### config.mk
export PLATFORM = sky130hd
export DESIGN_NAME = iframe_receive_deframer_core
export DESIGN_NICKNAME = d
export VERILOG_FILES = /design/src/rtl/ifrd_pkg.sv /design/src/rtl/iframe_receive_deframer_core.sv
export SDC_FILE = /design/constraint.sdc
export NUM_CORES = 1
export LEC_CHECK = 0
export BUFFER_PORTS_ARGS = -buffer_cell sky130_fd_sc_hd__buf_4
export CAP_MARGIN = 20
export CORE_MARGIN = 3
export CORE_UTILIZATION = 45
export CTS_CLUSTER_DIAMETER = 80
export CTS_CLUSTER_SIZE = 30
export DETAILED_ROUTE_END_ITERATION = 8
export MAX_ROUTING_LAYER = met4
export PLACE_DENSITY_LB_ADDON = 0.08
export SLEW_MARGIN = 20
export SYNTH_ARGS = -nofsm -noshare
export SYNTH_HDL_FRONTEND = slang
export SYNTH_SLANG_ARGS = --single-unit
### constraint.sdc
create_clock -name clk_i -period 2.9 [get_ports clk_i]
set_clock_uncertainty 0.05 [all_clocks]
set_input_delay 0.145 -clock clk_i [delete_from_list [all_inputs] [get_ports clk_i]]
set_output_delay 0.145 -clock clk_i [all_outputs]
set_load 0.01 [all_outputs]
### src/rtl/ifrd_pkg.sv
// Shared types and constants for the I-frame receive deframer.
// No dependencies; used by iframe_receive_deframer_core.
package ifrd_pkg;

  localparam int unsigned MAX_PAYLOAD = 4096;
  localparam int unsigned LEN_W       = 13;
  localparam int unsigned QUEUE_DEPTH = 4;
  localparam int unsigned QPTR_W      = $clog2(QUEUE_DEPTH);
  localparam int unsigned QCNT_W      = $clog2(QUEUE_DEPTH + 1);

  localparam logic [7:0] BYTE_FLAG       = 8'h7E;
  localparam logic [7:0] BYTE_ESCAPE     = 8'h7D;
  localparam logic [7:0] ADDR_SENDER     = 8'h03;
  localparam logic [7:0] CTRL_SEQ0       = 8'h00;
  localparam logic [7:0] CTRL_SEQ1       = 8'h40;
  localparam logic [7:0] CTRL_DISCONNECT = 8'h0B;
  localparam logic [7:0] CTRL_RR0        = 8'h05;
  localparam logic [7:0] CTRL_RR1        = 8'h85;
  localparam logic [7:0] CTRL_REJ0       = 8'h01;
  localparam logic [7:0] CTRL_REJ1       = 8'h81;

  localparam logic KIND_PAYLOAD = 1'b0;
  localparam logic KIND_EVENT   = 1'b1;

  localparam logic [2:0] STATUS_ACCEPTED   = 3'd0;
  localparam logic [2:0] STATUS_CHECK_ERR  = 3'd1;
  localparam logic [2:0] STATUS_DUPLICATE  = 3'd2;
  localparam logic [2:0] STATUS_EMPTY      = 3'd3;
  localparam logic [2:0] STATUS_DISCONNECT = 3'd4;

  typedef struct packed {
    logic             kind;
    logic [7:0]       data_byte;
    logic [2:0]       status;
    logic             reply_valid;
    logic [7:0]       reply_control;
    logic [LEN_W-1:0] payload_length;
    logic             last;
  } result_t;

  // one-byte-late release path of the payload
  typedef struct packed {
    logic             valid;
    logic [7:0]       data;
    logic [7:0]       bcc;
    logic [LEN_W-1:0] count;
  } hold_t;

  localparam logic [LEN_W-1:0] LEN_MAX = LEN_W'(MAX_PAYLOAD);

  function automatic hold_t hold_push(hold_t h, logic [7:0] b);
    hold_t r;
    r = h;
    if (h.valid) begin
      r.bcc = h.bcc ^ h.data;
      if (h.count < LEN_MAX) begin
        r.count = h.count + LEN_W'(1);
      end
    end
    r.data  = b;
    r.valid = 1'b1;
    return r;
  endfunction

  function automatic result_t payload_result(logic [7:0] b);
    result_t r;
    r                = '0;
    r.kind           = KIND_PAYLOAD;
    r.data_byte      = b;
    return r;
  endfunction

endpackage

### src/rtl/iframe_receive_deframer_core.sv
// I-frame receive deframer core: frame parser, destuffer and BCC check.
// Depends on ifrd_pkg.
//
// Takes one raw line byte per beat (in_valid_i / in_stall_o) and returns
// destuffed payload bytes and frame-end / disconnect events as result beats
// (out_valid_o / out_stall_i). Every accepted byte is parsed in the cycle it
// is taken and its zero, one or two results go into a four-entry result
// queue, so a byte can be taken every cycle while in_stall_o is low; the queue
// drains one result per cycle while out_stall_i is low; an escaped byte can
// release two results. in_stall_o is high while fewer than two queue entries
// are free. Writing cfg_wdata_i = 1 while the link is closed opens it
// (sequence reset, parser back to hunting for a flag); while it is 0
// accepted bytes are dropped with no result.
module iframe_receive_deframer_core (
  input  logic                        clk_i,
  input  logic                        rst_ni,
  // configuration
  input  logic                        cfg_we_i,
  input  logic                        cfg_wdata_i,
  // line bytes in
  input  logic                        in_valid_i,
  output logic                        in_stall_o,
  input  logic [7:0]                  rx_byte_i,
  // results out
  output logic                        out_valid_o,
  input  logic                        out_stall_i,
  output logic                        kind_o,
  output logic [7:0]                  data_byte_o,
  output logic [2:0]                  status_o,
  output logic                        reply_valid_o,
  output logic [7:0]                  reply_control_o,
  output logic [ifrd_pkg::LEN_W-1:0]  payload_length_o,
  output logic                        last_o
);

  localparam logic [2:0] PS_IDLE     = 3'd0;
  localparam logic [2:0] PS_GOT_FLAG = 3'd1;
  localparam logic [2:0] PS_GOT_ADDR = 3'd2;
  localparam logic [2:0] PS_GOT_CTRL = 3'd3;
  localparam logic [2:0] PS_DATA     = 3'd4;
  localparam logic [2:0] PS_DATA_ESC = 3'd5;

  localparam int unsigned QPTR_W = ifrd_pkg::QPTR_W;
  localparam int unsigned QCNT_W = ifrd_pkg::QCNT_W;

  logic                  link_q;
  logic [2:0]            ps_q, ps_d;
  logic                  frame_seq_q, frame_seq_d;
  logic                  exp_seq_q, exp_seq_d;
  ifrd_pkg::hold_t       hold_q, hold_d;

  ifrd_pkg::result_t     res0, res1;
  logic [1:0]            n_res;

  ifrd_pkg::result_t     queue_q [ifrd_pkg::QUEUE_DEPTH];
  logic [QPTR_W-1:0]     wr_ptr_q, rd_ptr_q;
  logic [QCNT_W-1:0]     cnt_q, cnt_d;

  logic in_acc, step, pop;

  assign in_stall_o  = cnt_q > QCNT_W'(ifrd_pkg::QUEUE_DEPTH - 2);
  assign in_acc      = in_valid_i & ~in_stall_o;
  assign step        = in_acc & link_q;
  assign out_valid_o = cnt_q != '0;
  assign pop         = out_valid_o & ~out_stall_i;

  // parser step
  always_comb begin
    ifrd_pkg::hold_t   h1;
    ifrd_pkg::result_t ev;
    logic              good;
    logic              new_seq;

    ps_d        = ps_q;
    frame_seq_d = frame_seq_q;
    exp_seq_d   = exp_seq_q;
    hold_d      = hold_q;
    res0        = '0;
    res1        = '0;
    n_res       = 2'd0;
    h1          = hold_q;
    ev          = '0;
    good        = 1'b0;
    new_seq     = exp_seq_q;

    unique case (ps_q)
      PS_GOT_FLAG: begin
        if (rx_byte_i == ifrd_pkg::ADDR_SENDER) begin
          ps_d = PS_GOT_ADDR;
        end else if (rx_byte_i != ifrd_pkg::BYTE_FLAG) begin
          ps_d = PS_IDLE;
        end
      end
      PS_GOT_ADDR: begin
        if (rx_byte_i == ifrd_pkg::CTRL_SEQ0 || rx_byte_i == ifrd_pkg::CTRL_SEQ1) begin
          frame_seq_d = rx_byte_i == ifrd_pkg::CTRL_SEQ1;
          ps_d        = PS_GOT_CTRL;
        end else if (rx_byte_i == ifrd_pkg::BYTE_FLAG) begin
          ps_d = PS_GOT_FLAG;
        end else if (rx_byte_i == ifrd_pkg::CTRL_DISCONNECT) begin
          ev.kind          = ifrd_pkg::KIND_EVENT;
          ev.status        = ifrd_pkg::STATUS_DISCONNECT;
          ev.reply_valid   = 1'b1;
          ev.reply_control = ifrd_pkg::CTRL_DISCONNECT;
          ev.last          = 1'b1;
          res0             = ev;
          n_res            = 2'd1;
          ps_d             = PS_IDLE;
        end else begin
          ps_d = PS_IDLE;
        end
      end
      PS_GOT_CTRL: begin
        if (rx_byte_i == (ifrd_pkg::ADDR_SENDER ^
                          (frame_seq_q ? ifrd_pkg::CTRL_SEQ1 : ifrd_pkg::CTRL_SEQ0))) begin
          ps_d   = PS_DATA;
          hold_d = '0;
        end else if (rx_byte_i == ifrd_pkg::BYTE_FLAG) begin
          ps_d = PS_GOT_FLAG;
        end else begin
          ps_d = PS_IDLE;
        end
      end
      PS_DATA: begin
        if (rx_byte_i == ifrd_pkg::BYTE_ESCAPE) begin
          ps_d = PS_DATA_ESC;
        end else if (rx_byte_i == ifrd_pkg::BYTE_FLAG) begin
          ev.kind = ifrd_pkg::KIND_EVENT;
          ev.last = 1'b1;
          if (!hold_q.valid) begin
            ev.status = ifrd_pkg::STATUS_EMPTY;
          end else begin
            good              = hold_q.data == hold_q.bcc;
            ev.reply_valid    = 1'b1;
            ev.payload_length = hold_q.count;
            if (good && frame_seq_q == exp_seq_q) begin
              new_seq          = ~exp_seq_q;
              ev.status        = ifrd_pkg::STATUS_ACCEPTED;
              ev.reply_control = new_seq ? ifrd_pkg::CTRL_RR1 : ifrd_pkg::CTRL_RR0;
            end else if (!good) begin
              ev.status        = ifrd_pkg::STATUS_CHECK_ERR;
              ev.reply_control = exp_seq_q ? ifrd_pkg::CTRL_REJ1 : ifrd_pkg::CTRL_REJ0;
            end else begin
              ev.status        = ifrd_pkg::STATUS_DUPLICATE;
              ev.reply_control = exp_seq_q ? ifrd_pkg::CTRL_RR1 : ifrd_pkg::CTRL_RR0;
            end
          end
          exp_seq_d = new_seq;
          res0      = ev;
          n_res     = 2'd1;
          hold_d    = '0;
          hold_d.data = hold_q.data;
          ps_d      = PS_IDLE;
        end else begin
          if (hold_q.valid) begin
            res0      = ifrd_pkg::payload_result(hold_q.data);
            res0.last = 1'b1;
            n_res     = 2'd1;
          end
          hold_d = ifrd_pkg::hold_push(hold_q, rx_byte_i);
        end
      end
      PS_DATA_ESC: begin
        ps_d = PS_DATA;
        if (rx_byte_i != ifrd_pkg::BYTE_FLAG && rx_byte_i != ifrd_pkg::BYTE_ESCAPE) begin
          // escape kept as data: two pushes, the second always releases
          h1 = ifrd_pkg::hold_push(hold_q, ifrd_pkg::BYTE_ESCAPE);
          if (hold_q.valid) begin
            res0      = ifrd_pkg::payload_result(hold_q.data);
            res1      = ifrd_pkg::payload_result(ifrd_pkg::BYTE_ESCAPE);
            res1.last = 1'b1;
            n_res     = 2'd2;
          end else begin
            res0      = ifrd_pkg::payload_result(ifrd_pkg::BYTE_ESCAPE);
            res0.last = 1'b1;
            n_res     = 2'd1;
          end
          hold_d = ifrd_pkg::hold_push(h1, rx_byte_i);
        end else begin
          if (hold_q.valid) begin
            res0      = ifrd_pkg::payload_result(hold_q.data);
            res0.last = 1'b1;
            n_res     = 2'd1;
          end
          hold_d = ifrd_pkg::hold_push(hold_q, rx_byte_i);
        end
      end
      default: begin
        ps_d = (rx_byte_i == ifrd_pkg::BYTE_FLAG) ? PS_GOT_FLAG : PS_IDLE;
      end
    endcase
  end

  always_comb begin
    cnt_d = cnt_q;
    if (step) begin
      cnt_d = cnt_d + QCNT_W'(n_res);
    end
    if (pop) begin
      cnt_d = cnt_d - QCNT_W'(1);
    end
  end

  always_ff @(posedge clk_i or negedge rst_ni) begin
    if (!rst_ni) begin
      link_q      <= 1'b0;
      ps_q        <= PS_IDLE;
      frame_seq_q <= 1'b0;
      exp_seq_q   <= 1'b0;
      hold_q      <= '0;
      wr_ptr_q    <= '0;
      rd_ptr_q    <= '0;
      cnt_q       <= '0;
    end else begin
      if (step) begin
        frame_seq_q <= frame_seq_d;
        hold_q      <= hold_d;
        wr_ptr_q    <= wr_ptr_q + QPTR_W'(n_res);
      end
      // opening the link restarts the parser and the sequence
      if (cfg_we_i && cfg_wdata_i && !link_q) begin
        exp_seq_q <= 1'b0;
        ps_q      <= PS_IDLE;
      end else if (step) begin
        ps_q      <= ps_d;
        exp_seq_q <= exp_seq_d;
      end
      if (pop) begin
        rd_ptr_q <= rd_ptr_q + QPTR_W'(1);
      end
      cnt_q <= cnt_d;
      if (cfg_we_i) begin
        link_q <= cfg_wdata_i;
      end
    end
  end

  // result queue storage
  always_ff @(posedge clk_i) begin
    if (step && n_res != 2'd0) begin
      queue_q[wr_ptr_q] <= res0;
    end
    if (step && n_res == 2'd2) begin
      queue_q[wr_ptr_q + QPTR_W'(1)] <= res1;
    end
  end

  ifrd_pkg::result_t head;
  assign head = queue_q[rd_ptr_q];

  assign kind_o           = head.kind;
  assign data_byte_o      = head.data_byte;
  assign status_o         = head.status;
  assign reply_valid_o    = head.reply_valid;
  assign reply_control_o  = head.reply_control;
  assign payload_length_o = head.payload_length;
  assign last_o           = head.last;

endmodule

==> results of run 1 <==
==> area by class of cell <==
type / count / area [sq um]
fillers: 1706 / 8470
multi-input cells: 690 / 4390
flip-flops and latches: 159 / 3680
repair buffers: 97 / 788
clock buffers: 19 / 464
well taps: 229 / 287
clock inverters: 13 / 136
inverters: 14 / 52.6
==> stage by stage <==
| step | total power [uW] | instance area, sq um | utilization (%) |
|---|---|---|---|
| 2_1_floorplan | 2940 | 8500 | - |
| 3_3_place_gp | 3230 | 9110 | 49.9 |
| 3_5_place_dp | 3240 | 9110 | 49.9 |
| 4_1_cts | 5540 | 9800 | 53.6 |
| 5_1_grt | 5700 | 9800 | 53.6 |
| 6_report | 5490 | 9800 | 53.6 |
==> sequential cells by signal, summed over array words and instances, names as in the netlist <==
name         cells
queue_q        116
hold_q          30
cnt_q            3
ps_q             3
rd_ptr_q         2
wr_ptr_q         2
exp_seq_q        1
frame_seq_q      1
link_q           1
==> placed cells by master, fill, tap and decap left out, types with 8 or more instances in the layout <==
cell type,count
nand2_1,169
dfxtp_1,88
buf_4,85
a21oi_1,79
nor2_1,76
o21ai_0,59
dfrtp_1,42
mux4_2,29
edfxtp_1,28
mux2i_1,24
and2_1,20
xnor2_1,20
nand3_1,19
clkbuf_16,18
a211oi_1,16
nor3_1,15
inv_1,14
nand2_2,12
and3_1,11
xor2_1,10
a21oi_2,10
nand2b_1,9
dlygate4sd3_1,9
nor2b_1,8
a22o_1,8
==> routing by layer <==
| metal | GRT usage (%) | vias to the layer above | wire [um] |
|---|---|---|---|
| met3 | 3.86 | 16 | 1070 |
| met1 | 31.2 | 3346 | 10500 |
| met4 | 5.05 | 0 | 201 |
| li1 | - | 3365 | - |
| met5 | - | - | 0 |
| met2 | 37.3 | 171 | 10800 |
==> cells by family after synthesis <==
family / Yosys count
XOR/XNOR: 30
multiplexers: 55
flip-flops: 159
other: 1
buffers and inverters: 83
adder cells (fa/ha/maj): 7
AND/OR/NAND/NOR: 377
AO/OA/AOI/OAI: 218
==> tightest hold or removal path, delay by kind of cell <==
kind	cells	cell delay, ns
buf+inv	1	0.08
mux	1	0.14
simple gates	1	0.09
==> power groups by stage <==
stage	Sequential (uW)	Clock (uW)	Combinational, uW
floorplan	2370	0	570
global placement	2440	0	788
detailed placement	2440	0	796
CTS	2390	2340	806
global route	2400	2440	858
finish	2390	2310	792
==> final timing paths <==
path	depth (start not counted)	slack, ns	from	end
min reg2reg	2	0.40	queue_q[2][11]$_SDFFE_PP0P_	queue_q[2][11]$_SDFFE_PP0P_
max reg2reg	11	0.28	ps_q[2]$_DFFE_PN0P_	cnt_q[1]$_DFF_PN0_
max	11	0.28	ps_q[2]$_DFFE_PN0P_	cnt_q[1]$_DFF_PN0_
min	3	0.01	out_stall_i	cnt_q[1]$_DFF_PN0_
max in group asynchronous	2	2.14	rst_ni	rd_ptr_q[0]$_DFFE_PN0P_
min in group asynchronous	2	0.20	rst_ni	hold_q[7]$_DFFE_PN0P_
==> metrics.cfg, run 1 <==
[sta]
setup_viol = 0
whs_ns = 0.0144
max_slew_margin_pct = 23.7
hold_viol_final = 0
period_share_pct = 90.5
rsz0062_at_grt = false
maxSlewViolCount = 0
fmax_mhz = 381
finalWorstSetupSlack_ns = 0.275
tightest_slew_ns = 1.14
min_period_ns = 2.62
fin_tns_setup_ns = 0

[place]
dp_slack_ns = 0.0121
placed_cells = 1180
gp_congestion = 0.973
io_buffers = 47
dp_hpwl_um = 15000

[logic_synthesis]
synthAdderAreaFrac_pct = 1.12
synth_top_family_by_area = simple AND/OR/NAND/NOR gates
synthTopCellsByCount = nand2_1 (169), dfxtp_1 (88), a21oi_1 (79)
synth_area_sq_mm = 0.00849
ys.flop_type = dfxtp_1
synth_cells = 930
synth_edf_count = 28
synth_mux_area_share_pct = 10.8
async_flop_share_pct = 27.0
synth.most_common_cell = nand2_1
synthXorXnorAreaFrac_pct = 3.10
synth_top_cells_by_area = dfxtp_1 (21%), dfrtp_1 (13%), edfxtp_1 (9.9%)
synth_seq_cells = 159
avgSynthCellArea_sq_um = 9.13
synth_compound_area_share_pct = 15.9
yosys.area_share.simple_pct = 20.6
seq_area_frac_synth_pct = 43.3
yosysTopAreaCell = dfxtp_1
synth.top_cell.area_share_pct = 20.8
synth.distinct_cells = 74
yosysWarningCount = 0

[grt]
grt_antenna_before_repair = 0
grtUsageTotal_pct = 23.2
overflow = 0
grt_start_max_net_pins = 44
grt_pass1_wl_um = 36100
grt_pass1_vias = 6673

[clock_tree]
cts.path.max_buffers = 2
cts_hold_buf = 9
clock-root-buffer = clkbuf_16
cts_inserted_buffers = 17
cts_resized = 0
clk_pin_slew_ns = 0.07
cts_htree_levels = 4
cts_setup_buffers = 0
cts_tree = built
insertion_delay_ns = 0.43
cts.sinks = 159

[detailed_routing]
drt-vias-per-instance = 5.65
drt-total-wl_um = 22600
ant_nets = 0
first_iter_violations = 560
firstDrtPassIters = 5
wl_per_cell_um = 18.5
post-route-drc-count = 0
routed-via-count = 6898

[floorplan]
fp.dieArea_sq_mm = 0.0205
core-area_sq_mm = 0.0183
start_util_pct = 46.5
dieHeight_um = 143
io_pins = 51
dieWidth_um = 143
core.rowCount = 49

[final_layout]
area_growth_pct = 15.4
final_nets = 1000
antenna_cells = 0
finalNonFillerCells = 1221
drive_gt1_share_pct = 19.4

[power_and_ir_drop]
clkPwrFrac_pct = 42.1
swShare_pct = 27.1
p_comb_share_pct = 14.4
p_int_uw = 4000
ir_drop_mv = 0.371
leakagePower_uw = 0.00393
seqPwrFrac_pct = 43.5
p_switching_uw = 1490
pwr_density_cell_mw_per_mm2 = 560

[status]
status = finished clean

[critical_path]
cp.required_ns = 3.20
critical_path_class = reg2reg
critical-path-top-delay-family = adder cells
startpoint_type = flop
cp.arrival_ns = 2.93
crit_path_max_fanout = 7
crit_path_cell_trace = nor2_1, and4_1, a21oi_4, nand2_1, ha_1, inv_1, fa_1, nor2_1, a21oi_1, ha_1, mux2i_1
crit_buf_inv = 1
critical_path.max_stage_delay_ns = 0.46
crit_slowest_cell = dfrtp_1
crit_path_end_kind = flop

[min_path]
hold_path.class = in2reg

[flow_run]
maxCapViolations = 0

(Power assumes the default switching activity.)
==> run 2: changes to the inputs <==
--- a/config.mk
+++ b/config.mk
@@ -5,6 +5,7 @@
 export SDC_FILE = /design/constraint.sdc
 export NUM_CORES = 1
 export LEC_CHECK = 0
+export ABC_AREA = 1
 export BUFFER_PORTS_ARGS = -buffer_cell sky130_fd_sc_hd__buf_4
 export CAP_MARGIN = 20
 export CORE_MARGIN = 3
==> metrics.cfg, run 2 <==
[logic_synthesis]
synth.most_common_cell = nor2_1
synthXorXnorAreaFrac_pct = 1.61  ; -1.5 points
synth.top_cell.area_share_pct = 20.4  ; -0.32 points
synthAdderAreaFrac_pct = 1.10  ; -0.017 points
synth_compound_area_share_pct = 18.4  ; +2.6 points
avgSynthCellArea_sq_um = 7.23  ; -21%
seq_area_frac_synth_pct = 42.7  ; -0.67 points
synth_top_cells_by_area = dfxtp_1 (20%), dfrtp_1 (12%), o21ai_0 (11%)
yosys.area_share.simple_pct = 27.0  ; +6.4 points
yosysWarningCount = 0  ; unchanged
synthTopCellsByCount = nor2_1 (230), nand2_1 (226), o21ai_0 (189)
synth_area_sq_mm = 0.00862  ; +1.6%
synth_top_family_by_area = simple AND/OR/NAND/NOR gates
synth_seq_cells = 159  ; unchanged
synth_mux_area_share_pct = 0.348  ; -10 points
synth.distinct_cells = 49  ; -34%
synth_cells = 1193  ; +28%
ys.flop_type = dfxtp_1
async_flop_share_pct = 27.0  ; unchanged
yosysTopAreaCell = dfxtp_1
synth_edf_count = 28  ; unchanged

[floorplan]
core.rowCount = 49  ; unchanged
dieWidth_um = 144  ; +0.75%
dieHeight_um = 144  ; +0.75%
core-area_sq_mm = 0.0184  ; +0.67%
start_util_pct = 46.9  ; +0.41 points
fp.dieArea_sq_mm = 0.0209  ; +1.5%
io_pins = 51  ; unchanged

[power_and_ir_drop]
p_comb_share_pct = 28.9  ; +14 points
pwr_density_cell_mw_per_mm2 = 666  ; +19%
p_switching_uw = 2220  ; +49%
p_int_uw = 4440  ; +11%
finalPower_uw = 6660  ; +21%
clkPwrFrac_pct = 35.9  ; -6.2 points
seqPwrFrac_pct = 35.3  ; -8.2 points
ir_drop_mv = 0.402  ; +8.4%
leakagePower_uw = 0.00478  ; +22%
swShare_pct = 33.3  ; +6.2 points

[final_layout]
top_register = queue_q
fin_area_sq_mm = 0.0100  ; +2.1%
fillers = 1812  ; +6.2%
drive_gt1_share_pct = 14.3  ; -5.0 points
final_cell_mix = nor2_1 (229), nand2_1 (223), o21ai_0 (188), inv_1 (90), dfxtp_1 (88)
largest_reg_flops = 116  ; unchanged
antenna_cells = 0  ; unchanged
area_growth_pct = 16.0
final_common_cell = nor2_1
final_nets = 1264  ; +26%
largestRegisters = queue_q (116), hold_q (30)
utilization_pct = 54.4  ; +0.75 points

[sta]
max_slew_margin_pct = 53.6  ; +30 points
maxSlewViolCount = 0  ; unchanged
min_period_ns = 2.72  ; +0.0902 ns
period_share_pct = 93.6  ; +3.1 points
hold_viol_final = 0  ; unchanged
whs_ns = 0.0205  ; +0.00611 ns
tightest_slew_ns = 0.691  ; -0.445 ns
fmax_mhz = 368  ; -3.3%
setup_viol = 0  ; unchanged
finalWorstSetupSlack_ns = 0.185  ; -0.0902 ns

[grt]
grt_antenna_before_repair = 0  ; unchanged
grt_pass1_wl_um = 39500  ; +9.4%
grt_util_met2_pct = 37.8  ; +0.53 points
grtUsageTotal_pct = 25.0  ; +1.8 points
overflow = 0  ; unchanged
grt_start_max_net_pins = 47  ; +6.8%
grt_pass1_vias = 7270  ; +8.9%
busiest_layer = met2
met3_usage_pct = 4.10  ; +0.24 points
grt_util_met1_pct = 34.7  ; +3.5 points

[place]
io_buffers = 47  ; unchanged
gp_congestion = 0.895  ; -8.0%
dp_hpwl_um = 17100  ; +14%
dp_slack_ns = 0.0677  ; +0.0556 ns
placed_area_sq_mm = 0.00919  ; +0.93%

[detailed_routing]
wl_per_cell_um = 16.9  ; -8.6%
firstDrtPassIters = 5  ; unchanged
ant_nets = 0  ; unchanged
post-route-drc-count = 0  ; unchanged
first_iter_violations = 629  ; +12%
routed-via-count = 8024  ; +16%
drt-total-wl_um = 25100  ; +11%
drt-vias-per-instance = 5.40  ; -4.4%

[critical_path]
crit_path_end_kind = flop
critical_path_class = in2reg
startpoint_type = input port
cp.arrival_ns = 2.99  ; +0.06 ns
cp.required_ns = 3.17  ; -0.03 ns
crit_path_max_fanout = 2  ; -5

[status]
status = finished clean

[flow_run]
maxCapViolations = 0  ; unchanged

[clock_tree]
clock-root-buffer = clkbuf_16
cts_tree = built
cts.sinks = 159  ; unchanged
cts_inserted_buffers = 17  ; unchanged
clk_pin_slew_ns = 0.07  ; about the same
cts_htree_levels = 4  ; unchanged
insertion_delay_ns = 0.43  ; about the same
cts.path.max_buffers = 2  ; unchanged

[min_path]
hold_path.class = in2reg

## run 2: changes by cell type in the layout (fill, tap and decap cells not counted), sizes merged, moves of 20 or more
| cell | before | now |
|---|---|---|
| and2 | 20 | 0 |
| nand3 | 20 | 45 |
| mux2i | 24 | 3 |
| nor2 | 79 | 241 |
| o21ai | 66 | 209 |
| a21oi | 90 | 58 |
| mux4 | 29 | 0 |
| nand2 | 181 | 231 |
| inv | 24 | 113 |
## run 2: path summary, 6_finish.rpt
check / from / end / slack [ns] / depth (start not counted)
worst max-delay path: rx_byte_i[5] / cnt_q[2]$_DFF_PN0_ / 0.18 / 20
worst min-delay path: rx_byte_i[6] / hold_q[27]$_DFFE_PN0P_ / 0.02 / 3
worst max register to register: ps_q[1]$_DFFE_PN0P_ / cnt_q[2]$_DFF_PN0_ / 0.30 / 15
worst min register to register: queue_q[0][1]$_SDFFE_PP0N_ / queue_q[0][1]$_SDFFE_PP0N_ / 0.42 / 2
max in group asynchronous: rst_ni / hold_q[4]$_DFFE_PN0P_ / 2.18 / 2
min in group asynchronous: rst_ni / hold_q[20]$_DFFE_PN0P_ / 0.21 / 2
## run 2: power by group through the flow
stage | combinational, uW | sequential (uW) | clock, uW
6_report | 1920 | 2350 | 2390
5_1_grt | 2160 | 2350 | 2510
3_5_place_dp | 1910 | 2390 | 0
3_3_place_gp | 1910 | 2390 | 0
4_1_cts | 1930 | 2340 | 2420
2_1_floorplan | 1090 | 2380 | 0
## run 2: layout make-up
class	instances	area, sq um	area share, %
well taps	229	287	2.86
clock inverters	13	163	1.63
inverters	106	398	3.98
flip-flops and latches	159	3680	36.8
clock buffers	19	464	4.64
repair buffers	92	768	7.68
multi-input cells	867	4250	42.4
## run 2: kinds of logic (layout without fill, tap and decap cells)
kind of cell	after synthesis	in the layout
flip-flops	159	159
multiplexers	3	3
buffers and inverters	169	230
XOR/XNOR	15	15
AO/OA/AOI/OAI	297	297
other	1	3
adder cells (fa/ha/maj)	7	7
AND/OR/NAND/NOR	542	542
## run 2: per-stage QoR
step                      std cells  TNS, ns
after floorplan                1195        0
after detailed placement       1442        0
after CTS                      1484        0
after global routing           1485  -0.0165
final                          1485        0
after global placement         1442        0
## run 2: what timing repair did
action                                  CTS  global route
setup buffers                             0             2
endpoints found under the setup margin    0             2
endpoints found under the hold margin    51             0
gates resized for setup                   0            21
hold buffers                             10             0
## run 2: metal layers
metal	vias to the layer above	share of wire (%)
met3	35	4.8
li1	4004	-
met4	0	1.9
met5	-	0
met1	3790	48
met2	195	46
## run 2: critical path, stage by stage
cell	delay [ns]
dlygate4sd3_1	0.52
buf_4	0.10
inv_1	0.05
nor2_2	0.11
nand2_1	0.09
nand2_2	0.09
inv_1	0.04
ha_1	0.26
inv_1	0.05
o21a_4	0.22
nand2_4	0.06
ha_4	0.11
inv_1	0.04
fa_1	0.47
nand2_1	0.06
o21ai_2	0.09
ha_2	0.18
nand2_1	0.06
xor2_1	0.18
inv_1	0.05
